File: config.mk
export PLATFORM = sky130hd
export DESIGN_NAME = life_automaton_grid_engine
export DESIGN_NICKNAME = d
export VERILOG_FILES = /design/src/hw/rtl/lage_pkg.sv /design/src/hw/rtl/life_automaton_grid_engine.sv /design/src/hw/rtl/lage_cell_rule.sv /design/src/hw/rtl/lage_grid_store.sv
export VERILOG_INCLUDE_DIRS = /design/src /design/src/hw/rtl
export SDC_FILE = /design/constraint.sdc
export NUM_CORES = 1
export LEC_CHECK = 0
export BUFFER_PORTS_ARGS = -buffer_cell sky130_fd_sc_hd__buf_2
export CORE_ASPECT_RATIO = 0.75
export CORE_MARGIN = 2
export CORE_UTILIZATION = 30
export CTS_CLUSTER_DIAMETER = 120
export DETAILED_ROUTE_END_ITERATION = 10
export GPL_TIMING_DRIVEN = 0
export SYNTH_ARGS = -nofsm -noshare
export SYNTH_HDL_FRONTEND = slang
export SYNTH_SLANG_ARGS = --single-unit
File: constraint.sdc
create_clock -name clk -period 20.7 [get_ports clk]
set_input_delay 1.035 -clock clk [delete_from_list [all_inputs] [get_ports clk]]
set_output_delay 1.035 -clock clk [all_outputs]
set_load 0.01 [all_outputs]
File: src/hw/rtl/assert_macros.svh
// Assertion macros used by the grid engine RTL.
`ifndef ASSERT_MACROS_SVH
`define ASSERT_MACROS_SVH

`ifndef SYNTHESIS

`define LAGE_ASSERT_IMPL(lbl, ck, rn, ante, cons) \
  lbl: assert property (@(posedge ck) disable iff (!rn) (ante) |-> (cons)) \
    else $error("same-cycle implication check failed");

`define LAGE_ASSERT_NEXT(lbl, ck, rn, ante, cons) \
  lbl: assert property (@(posedge ck) disable iff (!rn) (ante) |=> (cons)) \
    else $error("next-cycle implication check failed");

`else

`define LAGE_ASSERT_IMPL(lbl, ck, rn, ante, cons)

`define LAGE_ASSERT_NEXT(lbl, ck, rn, ante, cons)

`endif

`endif

File: src/hw/rtl/lage_pkg.sv
package lage_pkg;

  localparam int COORD_W   = 5;
  localparam int GEN_W     = 16;
  localparam int POP_W     = 10;
  localparam int CFG_W     = 5;
  localparam int CFG_IDX_W = 2;
  localparam int IDX_W     = 9;

  localparam logic [CFG_W-1:0] RST_X_FIRST = 5'd2;
  localparam logic [CFG_W-1:0] RST_X_LAST  = 5'd30;
  localparam logic [CFG_W-1:0] RST_Y_FIRST = 5'd1;
  localparam logic [CFG_W-1:0] RST_Y_LAST  = 5'd22;

  typedef enum logic [1:0] {
    ACT_WRITE = 2'd0,
    ACT_READ  = 2'd1,
    ACT_GEN   = 2'd2,
    ACT_NOP   = 2'd3
  } action_t;

  typedef enum logic [CFG_IDX_W-1:0] {
    CFG_X_FIRST = 2'd0,
    CFG_X_LAST  = 2'd1,
    CFG_Y_FIRST = 2'd2,
    CFG_Y_LAST  = 2'd3
  } cfg_idx_t;

  typedef enum logic [2:0] {
    S_IDLE,
    S_CELL_UPD,
    S_GEN_LOAD_CUR,
    S_GEN_LOAD_BELOW,
    S_GEN_CELL,
    S_GEN_WB,
    S_DONE
  } state_t;

  typedef struct packed {
    action_t              action;
    logic [COORD_W-1:0]   cell_x;
    logic [COORD_W-1:0]   cell_y;
    logic                 cell_in;
  } in_item_t;

  typedef struct packed {
    logic                 cell_out;
    logic [GEN_W-1:0]     generation;
    logic [POP_W-1:0]     population;
  } out_item_t;

endpackage

File: src/hw/rtl/life_automaton_grid_engine.sv
// Channel | Direction | Payload        | Transfer when
// in_     | input     | in_item_t      | in_valid and in_ready high
// out_    | output    | out_item_t     | out_valid and out_ready high
// cfg_    | input     | index and data | cfg_valid and cfg_ready high
//
// A write, read or no-op item passes through S_CELL_UPD and then S_DONE, which registers its result.
// A generation sweeps the grid row by row: the single cell rule
// unit evaluates one cell per cycle in S_GEN_CELL, and each row costs one memory write and one memory read.
// Reset is synchronous and takes effect at once; row valid bits make the whole grid read as
// dead without a clearing pass.
// A result waits in the output register; the next item is taken while it waits.
`include "assert_macros.svh"

module life_automaton_grid_engine #(
  parameter int GRID_W = 32,
  parameter int GRID_H = 24
) (
  input  logic                                clk,
  input  logic                                rst_n,
  input  logic                                in_valid,
  output logic                                in_ready,
  input  lage_pkg::in_item_t                  in_data,
  output logic                                out_valid,
  input  logic                                out_ready,
  output lage_pkg::out_item_t                 out_data,
  input  logic                                cfg_valid,
  output logic                                cfg_ready,
  input  logic [lage_pkg::CFG_IDX_W-1:0]      cfg_index,
  input  logic [lage_pkg::CFG_W-1:0]          cfg_data
);

  import lage_pkg::*;

  localparam int CW    = $clog2(GRID_W);
  localparam int RW    = $clog2(GRID_H);
  localparam int CELLS = GRID_W * GRID_H;
  localparam int PW    = ($clog2(CELLS + 1) > POP_W) ? $clog2(CELLS + 1) : POP_W;

  localparam logic [IDX_W-1:0] ONE    = IDX_W'(1);
  localparam logic [IDX_W-1:0] X_MAX  = IDX_W'(GRID_W - 2);
  localparam logic [IDX_W-1:0] Y_MAX  = IDX_W'(GRID_H - 2);
  localparam logic [IDX_W-1:0] W_EXT  = IDX_W'(GRID_W);
  localparam logic [IDX_W-1:0] H_EXT  = IDX_W'(GRID_H);
  localparam logic [IDX_W-1:0] H_LAST = IDX_W'(GRID_H - 1);
  localparam logic [CW-1:0]    X_END  = CW'(GRID_W - 1);
  localparam logic [RW-1:0]    Y_END  = RW'(GRID_H - 1);
  localparam logic [PW-1:0]    POP_SAT = PW'((1 << POP_W) - 1);

  state_t             state_r, state_nxt;
  in_item_t           item_r, item_nxt;
  logic [CW-1:0]      x_r, x_nxt;
  logic [RW-1:0]      y_r, y_nxt;
  logic [GRID_W-1:0]  above_r, above_nxt;
  logic [GRID_W-1:0]  cur_r, cur_nxt;
  logic [GRID_W-1:0]  below_r, below_nxt;
  logic [GRID_W-1:0]  new_row_r, new_row_nxt;
  logic [PW-1:0]      acc_r, acc_nxt;
  logic [PW-1:0]      pop_r, pop_nxt;
  logic [GEN_W-1:0]   gen_r, gen_nxt;
  logic               cell_res_r, cell_res_nxt;
  logic               out_valid_r, out_valid_nxt;
  out_item_t          out_data_r, out_data_nxt;

  logic [CFG_W-1:0]   x_first_r, x_last_r, y_first_r, y_last_r;

  logic [RW-1:0]      rd_addr;
  logic [GRID_W-1:0]  rd_row;
  logic               wr_en;
  logic [RW-1:0]      wr_addr;
  logic [GRID_W-1:0]  wr_row;

  logic [IDX_W-1:0]   in_y_ext;
  logic [RW-1:0]      in_row;
  logic [IDX_W-1:0]   ix, iy;
  logic               addr_ok;
  logic [CW-1:0]      icol;
  logic [RW-1:0]      irow;
  logic               old_bit;
  logic [GRID_W-1:0]  upd_row;

  logic [IDX_W-1:0]   x0, x1, y0, y1, xe, ye, ahead;
  logic               in_rect;
  logic [CW-1:0]      xl, xr;
  logic [2:0]         nb_above, nb_mid, nb_below;
  logic               next_alive;
  logic [POP_W-1:0]   pop_sat;

  lage_grid_store #(
    .GRID_W (GRID_W),
    .GRID_H (GRID_H)
  ) u_store (
    .clk     (clk),
    .rst_n   (rst_n),
    .rd_addr (rd_addr),
    .rd_row  (rd_row),
    .wr_en   (wr_en),
    .wr_addr (wr_addr),
    .wr_row  (wr_row)
  );

  lage_cell_rule u_rule (
    .nb_above   (nb_above),
    .nb_mid     (nb_mid),
    .nb_below   (nb_below),
    .in_rect    (in_rect),
    .next_alive (next_alive)
  );

  assign in_ready  = (state_r == S_IDLE);
  assign cfg_ready = 1'b1;
  assign out_valid = out_valid_r;
  assign out_data  = out_data_r;

  always_ff @(posedge clk) begin
    if (!rst_n) begin
      x_first_r <= RST_X_FIRST;
      x_last_r  <= RST_X_LAST;
      y_first_r <= RST_Y_FIRST;
      y_last_r  <= RST_Y_LAST;
    end else if (cfg_valid && cfg_ready) begin
      case (cfg_idx_t'(cfg_index))
        CFG_X_FIRST: x_first_r <= cfg_data;
        CFG_X_LAST:  x_last_r  <= cfg_data;
        CFG_Y_FIRST: y_first_r <= cfg_data;
        CFG_Y_LAST:  y_last_r  <= cfg_data;
        default: ;
      endcase
    end
  end

  // Address decode for the incoming and the held item.
  always_comb begin
    in_y_ext = IDX_W'(in_data.cell_y);
    in_row   = (in_y_ext < H_EXT) ? in_y_ext[RW-1:0] : '0;
    ix       = IDX_W'(item_r.cell_x);
    iy       = IDX_W'(item_r.cell_y);
    addr_ok  = (ix < W_EXT) && (iy < H_EXT);
    icol     = addr_ok ? ix[CW-1:0] : '0;
    irow     = addr_ok ? iy[RW-1:0] : '0;
    old_bit  = rd_row[icol];
    upd_row  = rd_row;
    upd_row[icol] = item_r.cell_in;
  end

  // Active rectangle, clamped so that every neighbour lies inside the grid.
  always_comb begin
    x0 = (x_first_r == '0) ? ONE : IDX_W'(x_first_r);
    x1 = (IDX_W'(x_last_r) > X_MAX) ? X_MAX : IDX_W'(x_last_r);
    y0 = (y_first_r == '0) ? ONE : IDX_W'(y_first_r);
    y1 = (IDX_W'(y_last_r) > Y_MAX) ? Y_MAX : IDX_W'(y_last_r);
    xe = IDX_W'(x_r);
    ye = IDX_W'(y_r);
    in_rect = (xe >= x0) && (xe <= x1) && (ye >= y0) && (ye <= y1);
    ahead = ye + IDX_W'(2);
  end

  always_comb begin
    xl = x_r - CW'(1);
    xr = x_r + CW'(1);
    nb_above[1] = above_r[x_r];
    nb_mid[1]   = cur_r[x_r];
    nb_below[1] = below_r[x_r];
    nb_above[0] = (x_r == '0) ? 1'b0 : above_r[xl];
    nb_mid[0]   = (x_r == '0) ? 1'b0 : cur_r[xl];
    nb_below[0] = (x_r == '0) ? 1'b0 : below_r[xl];
    nb_above[2] = (x_r == X_END) ? 1'b0 : above_r[xr];
    nb_mid[2]   = (x_r == X_END) ? 1'b0 : cur_r[xr];
    nb_below[2] = (x_r == X_END) ? 1'b0 : below_r[xr];
  end

  assign pop_sat = (pop_r > POP_SAT) ? POP_SAT[POP_W-1:0] : pop_r[POP_W-1:0];

  always_ff @(posedge clk) begin
    if (!rst_n) begin
      state_r     <= S_IDLE;
      out_valid_r <= 1'b0;
      gen_r       <= '0;
      pop_r       <= '0;
    end else begin
      state_r     <= state_nxt;
      out_valid_r <= out_valid_nxt;
      gen_r       <= gen_nxt;
      pop_r       <= pop_nxt;
    end
  end

  always_ff @(posedge clk) begin
    item_r     <= item_nxt;
    x_r        <= x_nxt;
    y_r        <= y_nxt;
    above_r    <= above_nxt;
    cur_r      <= cur_nxt;
    below_r    <= below_nxt;
    new_row_r  <= new_row_nxt;
    acc_r      <= acc_nxt;
    cell_res_r <= cell_res_nxt;
    out_data_r <= out_data_nxt;
  end

  always_comb begin
    state_nxt     = state_r;
    item_nxt      = item_r;
    x_nxt         = x_r;
    y_nxt         = y_r;
    above_nxt     = above_r;
    cur_nxt       = cur_r;
    below_nxt     = below_r;
    new_row_nxt   = new_row_r;
    acc_nxt       = acc_r;
    pop_nxt       = pop_r;
    gen_nxt       = gen_r;
    cell_res_nxt  = cell_res_r;
    out_valid_nxt = out_valid_r;
    out_data_nxt  = out_data_r;
    rd_addr       = '0;
    wr_en         = 1'b0;
    wr_addr       = y_r;
    wr_row        = new_row_r;

    if (out_valid_r && out_ready) begin
      out_valid_nxt = 1'b0;
    end

    case (state_r)
      S_IDLE: begin
        if (in_valid) begin
          item_nxt = in_data;
          if (in_data.action == ACT_GEN) begin
            rd_addr      = '0;
            y_nxt        = '0;
            acc_nxt      = '0;
            cell_res_nxt = 1'b0;
            state_nxt    = S_GEN_LOAD_CUR;
          end else begin
            rd_addr   = in_row;
            state_nxt = S_CELL_UPD;
          end
        end
      end
      S_CELL_UPD: begin
        if (item_r.action == ACT_WRITE && addr_ok) begin
          wr_en        = 1'b1;
          wr_addr      = irow;
          wr_row       = upd_row;
          cell_res_nxt = item_r.cell_in;
          if (old_bit != item_r.cell_in) begin
            pop_nxt = item_r.cell_in ? pop_r + PW'(1) : pop_r - PW'(1);
          end
        end else begin
          cell_res_nxt = addr_ok & old_bit;
        end
        state_nxt = S_DONE;
      end
      S_GEN_LOAD_CUR: begin
        cur_nxt   = rd_row;
        above_nxt = '0;
        rd_addr   = RW'(1);
        state_nxt = S_GEN_LOAD_BELOW;
      end
      S_GEN_LOAD_BELOW: begin
        below_nxt = (y_r == Y_END) ? '0 : rd_row;
        x_nxt     = '0;
        state_nxt = S_GEN_CELL;
      end
      S_GEN_CELL: begin
        new_row_nxt = {next_alive, new_row_r[GRID_W-1:1]};
        acc_nxt     = acc_r + PW'(next_alive);
        if (xe == ix && ye == iy) begin
          cell_res_nxt = next_alive;
        end
        if (x_r == X_END) begin
          state_nxt = S_GEN_WB;
        end else begin
          x_nxt = x_r + CW'(1);
        end
      end
      S_GEN_WB: begin
        wr_en     = 1'b1;
        above_nxt = cur_r;
        cur_nxt   = below_r;
        if (y_r == Y_END) begin
          gen_nxt   = gen_r + GEN_W'(1);
          pop_nxt   = acc_r;
          state_nxt = S_DONE;
        end else begin
          y_nxt     = y_r + RW'(1);
          rd_addr   = (ahead > H_LAST) ? Y_END : ahead[RW-1:0];
          state_nxt = S_GEN_LOAD_BELOW;
        end
      end
      S_DONE: begin
        if (!out_valid_r || out_ready) begin
          out_valid_nxt           = 1'b1;
          out_data_nxt.cell_out   = cell_res_r;
          out_data_nxt.generation = gen_r;
          out_data_nxt.population = pop_sat;
          state_nxt               = S_IDLE;
        end
      end
      default: begin
        state_nxt = S_IDLE;
      end
    endcase
  end

  `LAGE_ASSERT_NEXT(a_busy_after_accept, clk, rst_n, in_valid && in_ready, !in_ready)
  `LAGE_ASSERT_NEXT(a_gen_advances, clk, rst_n, state_r == S_GEN_WB && y_r == Y_END, gen_r == $past(gen_r) + GEN_W'(1))
  `LAGE_ASSERT_IMPL(a_pop_bounded, clk, rst_n, state_r == S_DONE, pop_r <= PW'(CELLS))

endmodule

File: src/hw/rtl/lage_cell_rule.sv
module lage_cell_rule (
  input  logic [2:0] nb_above,
  input  logic [2:0] nb_mid,
  input  logic [2:0] nb_below,
  input  logic       in_rect,
  output logic       next_alive
);

  logic [3:0] count;
  logic       alive;

  assign count = 4'(nb_above[0]) + 4'(nb_above[1]) + 4'(nb_above[2])
               + 4'(nb_mid[0]) + 4'(nb_mid[2])
               + 4'(nb_below[0]) + 4'(nb_below[1]) + 4'(nb_below[2]);

  always_comb begin
    if (nb_mid[1]) begin
      alive = (count == 4'd2) || (count == 4'd3);
    end else begin
      alive = (count == 4'd3);
    end
    next_alive = in_rect & alive;
  end

endmodule

File: src/hw/rtl/lage_grid_store.sv
module lage_grid_store #(
  parameter int GRID_W = 32,
  parameter int GRID_H = 24
) (
  input  logic                      clk,
  input  logic                      rst_n,
  input  logic [$clog2(GRID_H)-1:0] rd_addr,
  output logic [GRID_W-1:0]         rd_row,
  input  logic                      wr_en,
  input  logic [$clog2(GRID_H)-1:0] wr_addr,
  input  logic [GRID_W-1:0]         wr_row
);

  // A row that has never been written reads as all cells dead.
  logic [GRID_W-1:0] mem [GRID_H];
  logic [GRID_H-1:0] row_vld_r;
  logic [GRID_W-1:0] rd_data_r;
  logic              rd_vld_r;

  always_ff @(posedge clk) begin
    if (wr_en) begin
      mem[wr_addr] <= wr_row;
    end
    rd_data_r <= mem[rd_addr];
  end

  always_ff @(posedge clk) begin
    if (!rst_n) begin
      row_vld_r <= '0;
      rd_vld_r  <= 1'b0;
    end else begin
      if (wr_en) begin
        row_vld_r[wr_addr] <= 1'b1;
      end
      rd_vld_r <= row_vld_r[rd_addr];
    end
  end

  assign rd_row = rd_vld_r ? rd_data_r : '0;

endmodule
==> flow_results.org <==
** GRT
- Vias in the first global route :: 27819
- Global-route wire length before repair :: slightly below 200000 µm
- For this run the aggregate overflow at the end of global routing stands at 0.
- Entering global routing, the biggest net connects 33 pins.
- GRT Resource Usage Total :: 0.169
- The initial antenna violation count came to 5.

** STA
- Number of endpoints failing setup at the final stage :: 0
- The worst pin sits at a relative slew slack of 0.0893.
- The clock arrives with 0.0355 ns of skew.
- Unrepaired setup endpoints after global routing :: false
- The hold violation count in the final report was 0.
- Post-route worst setup slack :: 9.77 ns
- Based on the critical path, the design can be clocked at up to 91.5 MHz.
- Summed over all failing endpoints, the final setup total negative slack is 0 ns.
- Slew at the pin closest to its max-slew limit :: 1.37 ns
- Final critical-path share of the clock period :: 0.528
- Final count of pins violating max slew :: 0
- The worst path in the final design needs a cycle of 10.93 ns, including I/O delays and setup.

** Die
- Die W :: about 450 µm
- In this run the core area contains roughly 120 standard-cell rows.
- Starting density of the core :: 0.302
- Measured along the y axis, the die boundary spans 340 µm.
- The die covers ~0.15 mm².
- In this run the count of I/O pins placed on the die edge is 55.
- Core Box Area :: between 0.1 and 0.15 mm²

** Synthesis
- Syn_nets :: about 3300
- Counting every instance in the synthesized netlist gives 3201.
- For this run, the register share of the synthesized area comes to 0.683.
- Post-synthesis register bit count :: 1064
- Yosys attributes the largest share of cell area to edfxtp_1 (64%), mux4_2 (8.0%), dfxtp_1 (4.7%), nand2_1 (4.6%), nand3_1 (2.4%).
- Share of flip-flops with an asynchronous set or reset after synthesis :: 0
- Of all cell types, the one taking the most synthesized area is edfxtp_1.
- Most frequently used flop master after synthesis :: edfxtp_1
- Synth Warn # :: 0
- The synthesized netlist occupies a cell area of 0.0452 mm².
- Number of flops mapped to enable cells by yosys :: around 960
- The share of synthesized area in the top cell type comes to 0.636.
- The synthesized netlist contains 77 unique library cells.
- In this run the mean area of a mapped cell was 14.1 µm².

** CTS
- Clock tree synthesis inserted a total of between 100 and 150 buffers.
- TritonCTS built the clock tree.
- Clock root buffer :: clkbuf_16
- The number of hold buffers added after CTS was 0.
- The number of gates resized after CTS was 0.
- Counting along the longest clock path gives a buffer depth of 3.
- Post-CTS timing repair inserted 0 buffers for setup.
- Clock input transition at the sequential cells of the worst setup and hold paths :: approximately 0.07 ns
- Clock latency on the worst-skew pair :: ~0.73 ns
- CTS H-Tree Depth :: 3
- The tree built by TritonCTS fans out to 1064 sinks.

** Worst setup path
- Worst endpoint required time :: 21.27 ns
- Counting both buffers and inverters, the worst setup path holds a total of 9.
- Critical Path Fanout Max :: 10
- STA puts the critical path data arrival time at 11.51 ns.
- Startpoint type of the worst setup path :: flip-flop
- STA classifies the critical path endpoint as a flip-flop.
- Largest incremental delay on the critical path :: ~0.9 ns
- Among cell families on the critical path, the largest total delay comes from buffers and inverters.
- CP max-delay cell :: clkbuf_1
- Critical path type :: flip-flop to flip-flop

** Placed design
- Dpl hpwl :: 92400 µm
- Routability-driven placement finished with a final weighted congestion of 0.933.
- # port buffers :: 53
- Before CTS, the worst setup slack after placement is 10.09 ns.

** Finish
- Compared with the post-synthesis result, the final layout area differs by 16.1%.
- Filler cell count in the final layout :: 14278
- In the final design database the tool counted 3477 nets.
- Of the cells placed in the final design, the portion with a size suffix greater than 1 is 0.164.
- For this run, the share of the core covered by cells in the final layout is 0.350.

** Routing
- Post-detailed-route via-to-cell ratio :: 5.33
- For this run, design rule violations remaining after detail routing come to 0.
- The first detailed-routing pass ran for 6 iterations.
- The final layout contains routed wiring with a total length of 133000 µm.
- The detailed router finished its first iteration with 4464 violations.
- Routed WL per cell :: between 20 and 25 µm
- The detailed router placed 29315 vias in this run.
- Remaining antenna violation count :: 0

** Run status
- The flow ran to the end, and the final reports show no timing, DRC or antenna violations.

** Run
- Across the run, the number of max-cap violations was 0.

** Power
- In this run the power density over the cells is roughly 110 mW/mm².
- Worst IR drop on VDD :: 0.0692 mV
- Leak :: 17.2 nW

** Worst hold path
- The min-delay analysis places its worst path in the category flip-flop to flip-flop.
-- layout make-up --
class,instances,area [µm²],area share
Sequential cell,1064,30900,0.589
Clock buffer,132,2750,0.0525
Clock inverter,58,538,0.0103
Tap cell,2000,2500,0.0477
Timing Repair Buffer,103,1160,0.0221
Multi-Input combinational cell,1882,13600,0.258
Antenna cell,1,2.50,0.0000477
Buffer,210,898,0.0171
Inverter,45,169,0.00322
-- metrics by stage --
stage / power, W / instance area, µm² / hold slack [ns] / std cells
final: 0.00561 / 52500 / 0.428 / 5495
after global routing: 0.00579 / 52500 / 0.430 / 5495
after CTS: 0.00560 / 52400 / 0.422 / 5493
after detailed placement: 0.00374 / 49100 / 0.421 / 5303
after global placement: 0.00371 / 48000 / 0.410 / 5254
after floorplan: 0.00328 / 45200 / 0.400 / 3201
-- worst paths after layout --
| check | depth (start not counted) | from | to | slack, ns |
|---|---|---|---|---|
| max reg2reg | 28 | x_r[0] | acc_r[8] | 9.77 |
| max | 28 | x_r[0] | acc_r[8] | 9.77 |
| min reg2reg | 0 | cell_res_r | out_data[26] | 0.43 |
| min | 0 | cell_res_r | out_data[26] | 0.43 |
-- Yosys cell counts, types with 5 or more instances --
library cell	instances
and2_1	49
nand3b_1	7
o22a_1	30
mux2i_1	38
nor3_1	19
nand4_1	67
ha_1	40
dfxtp_1	107
nor3b_1	8
edfxtp_1	957
o21a_1	14
nand2_1	553
buf_4	8
buf_2	40
a41oi_1	6
nor2b_1	14
inv_1	44
o21ai_1	12
a21oi_1	87
nand2b_1	12
a211oi_1	7
a32oi_1	61
clkbuf_1	145
xor2_1	22
mux2_2	34
fa_1	5
a31oi_1	41
mux4_2	161
and3_1	11
buf_1	13
a21o_1	7
or3_1	7
xnor2_1	20
or2_2	6
nor2_1	159
nand3_1	214
o21ai_0	102
a21boi_0	7
-- worst register-to-register path, delay by kind of cell, from the launching register on --
family | cells | cell delay (ns)
buffers and inverters | 9 | 3.72
adders and majority gates | 8 | 2.99
and+or+nand+nor | 4 | 1.60
muxes | 3 | 1.16
AOI/OAI and AO/OA | 4 | 0.72
DFF | 1 | 0.58
-- registers in the layout, indices dropped and copies added (netlist names), 10 cells and up --
name	flops
pop_r	10
cur_r	32
below_r	32
u_store.rd_data_r	32
gen_r	16
u_store.mem	768
new_row_r	32
u_store.row_vld_r	24
out_data	27
above_r	32
item_r	13
acc_r	10
-- cells in the final DEF, fill, tap and decap left out, drive strengths merged, types with 5 or more instances in the layout --
master,Yosys,layout
and2,49,49
clkinvlp,0,6
nor2,159,159
a32oi,61,61
clkinv,0,42
o21ai,114,114
ha,40,40
edfxtp,957,957
fa,5,5
a21boi,10,10
nor2b,14,14
a41oi,6,6
a21o,7,7
and3,11,11
o22a,30,30
clkbuf,145,277
nor3b,8,8
nor3,20,20
nand2b,12,12
a21oi,87,87
buf,65,168
or2,8,8
inv,45,48
or3,8,8
o21a,14,14
nand3,214,214
a31oi,41,41
nand4,67,67
nand3b,7,7
nor4,5,5
xor2,22,22
xnor2,20,20
mux2i,38,38
bufinv,0,7
dfxtp,107,107
mux2,34,34
mux4,161,161
nand2,553,553
a211oi,7,7
-- power breakdown --
group          leakage, nW  internal [W]  switching [W]  total [W]
Combinational         6.01      0.000405       0.000769    0.00117
Sequential            9.55       0.00249      0.0000694    0.00256
Clock                 1.62       0.00103       0.000847    0.00188
-- per-layer routing --
| layer | part of all wire | global-route usage |
|---|---|---|
| met5 | 0.000098 | 0 |
| met4 | 0.024 | 0.0459 |
| met3 | 0.12 | 0.0464 |
| met2 | 0.41 | 0.234 |
| met1 | 0.44 | 0.257 |
-- cell families (layout without fill, tap and decap cells) --
family          after synthesis  count (layout)  share of synthesized area
other cells                   1               2                  0.0000830
buf+inv                     255             548                     0.0236
fa+ha+maj                    45              45                     0.0133
mux                         233             233                     0.0971
flops                      1064            1064                      0.683
xor+xnor                     42              42                    0.00814
compound gates              418             418                     0.0608
simple gates               1143            1143                      0.114
Power figures use the tool's default switching activity.
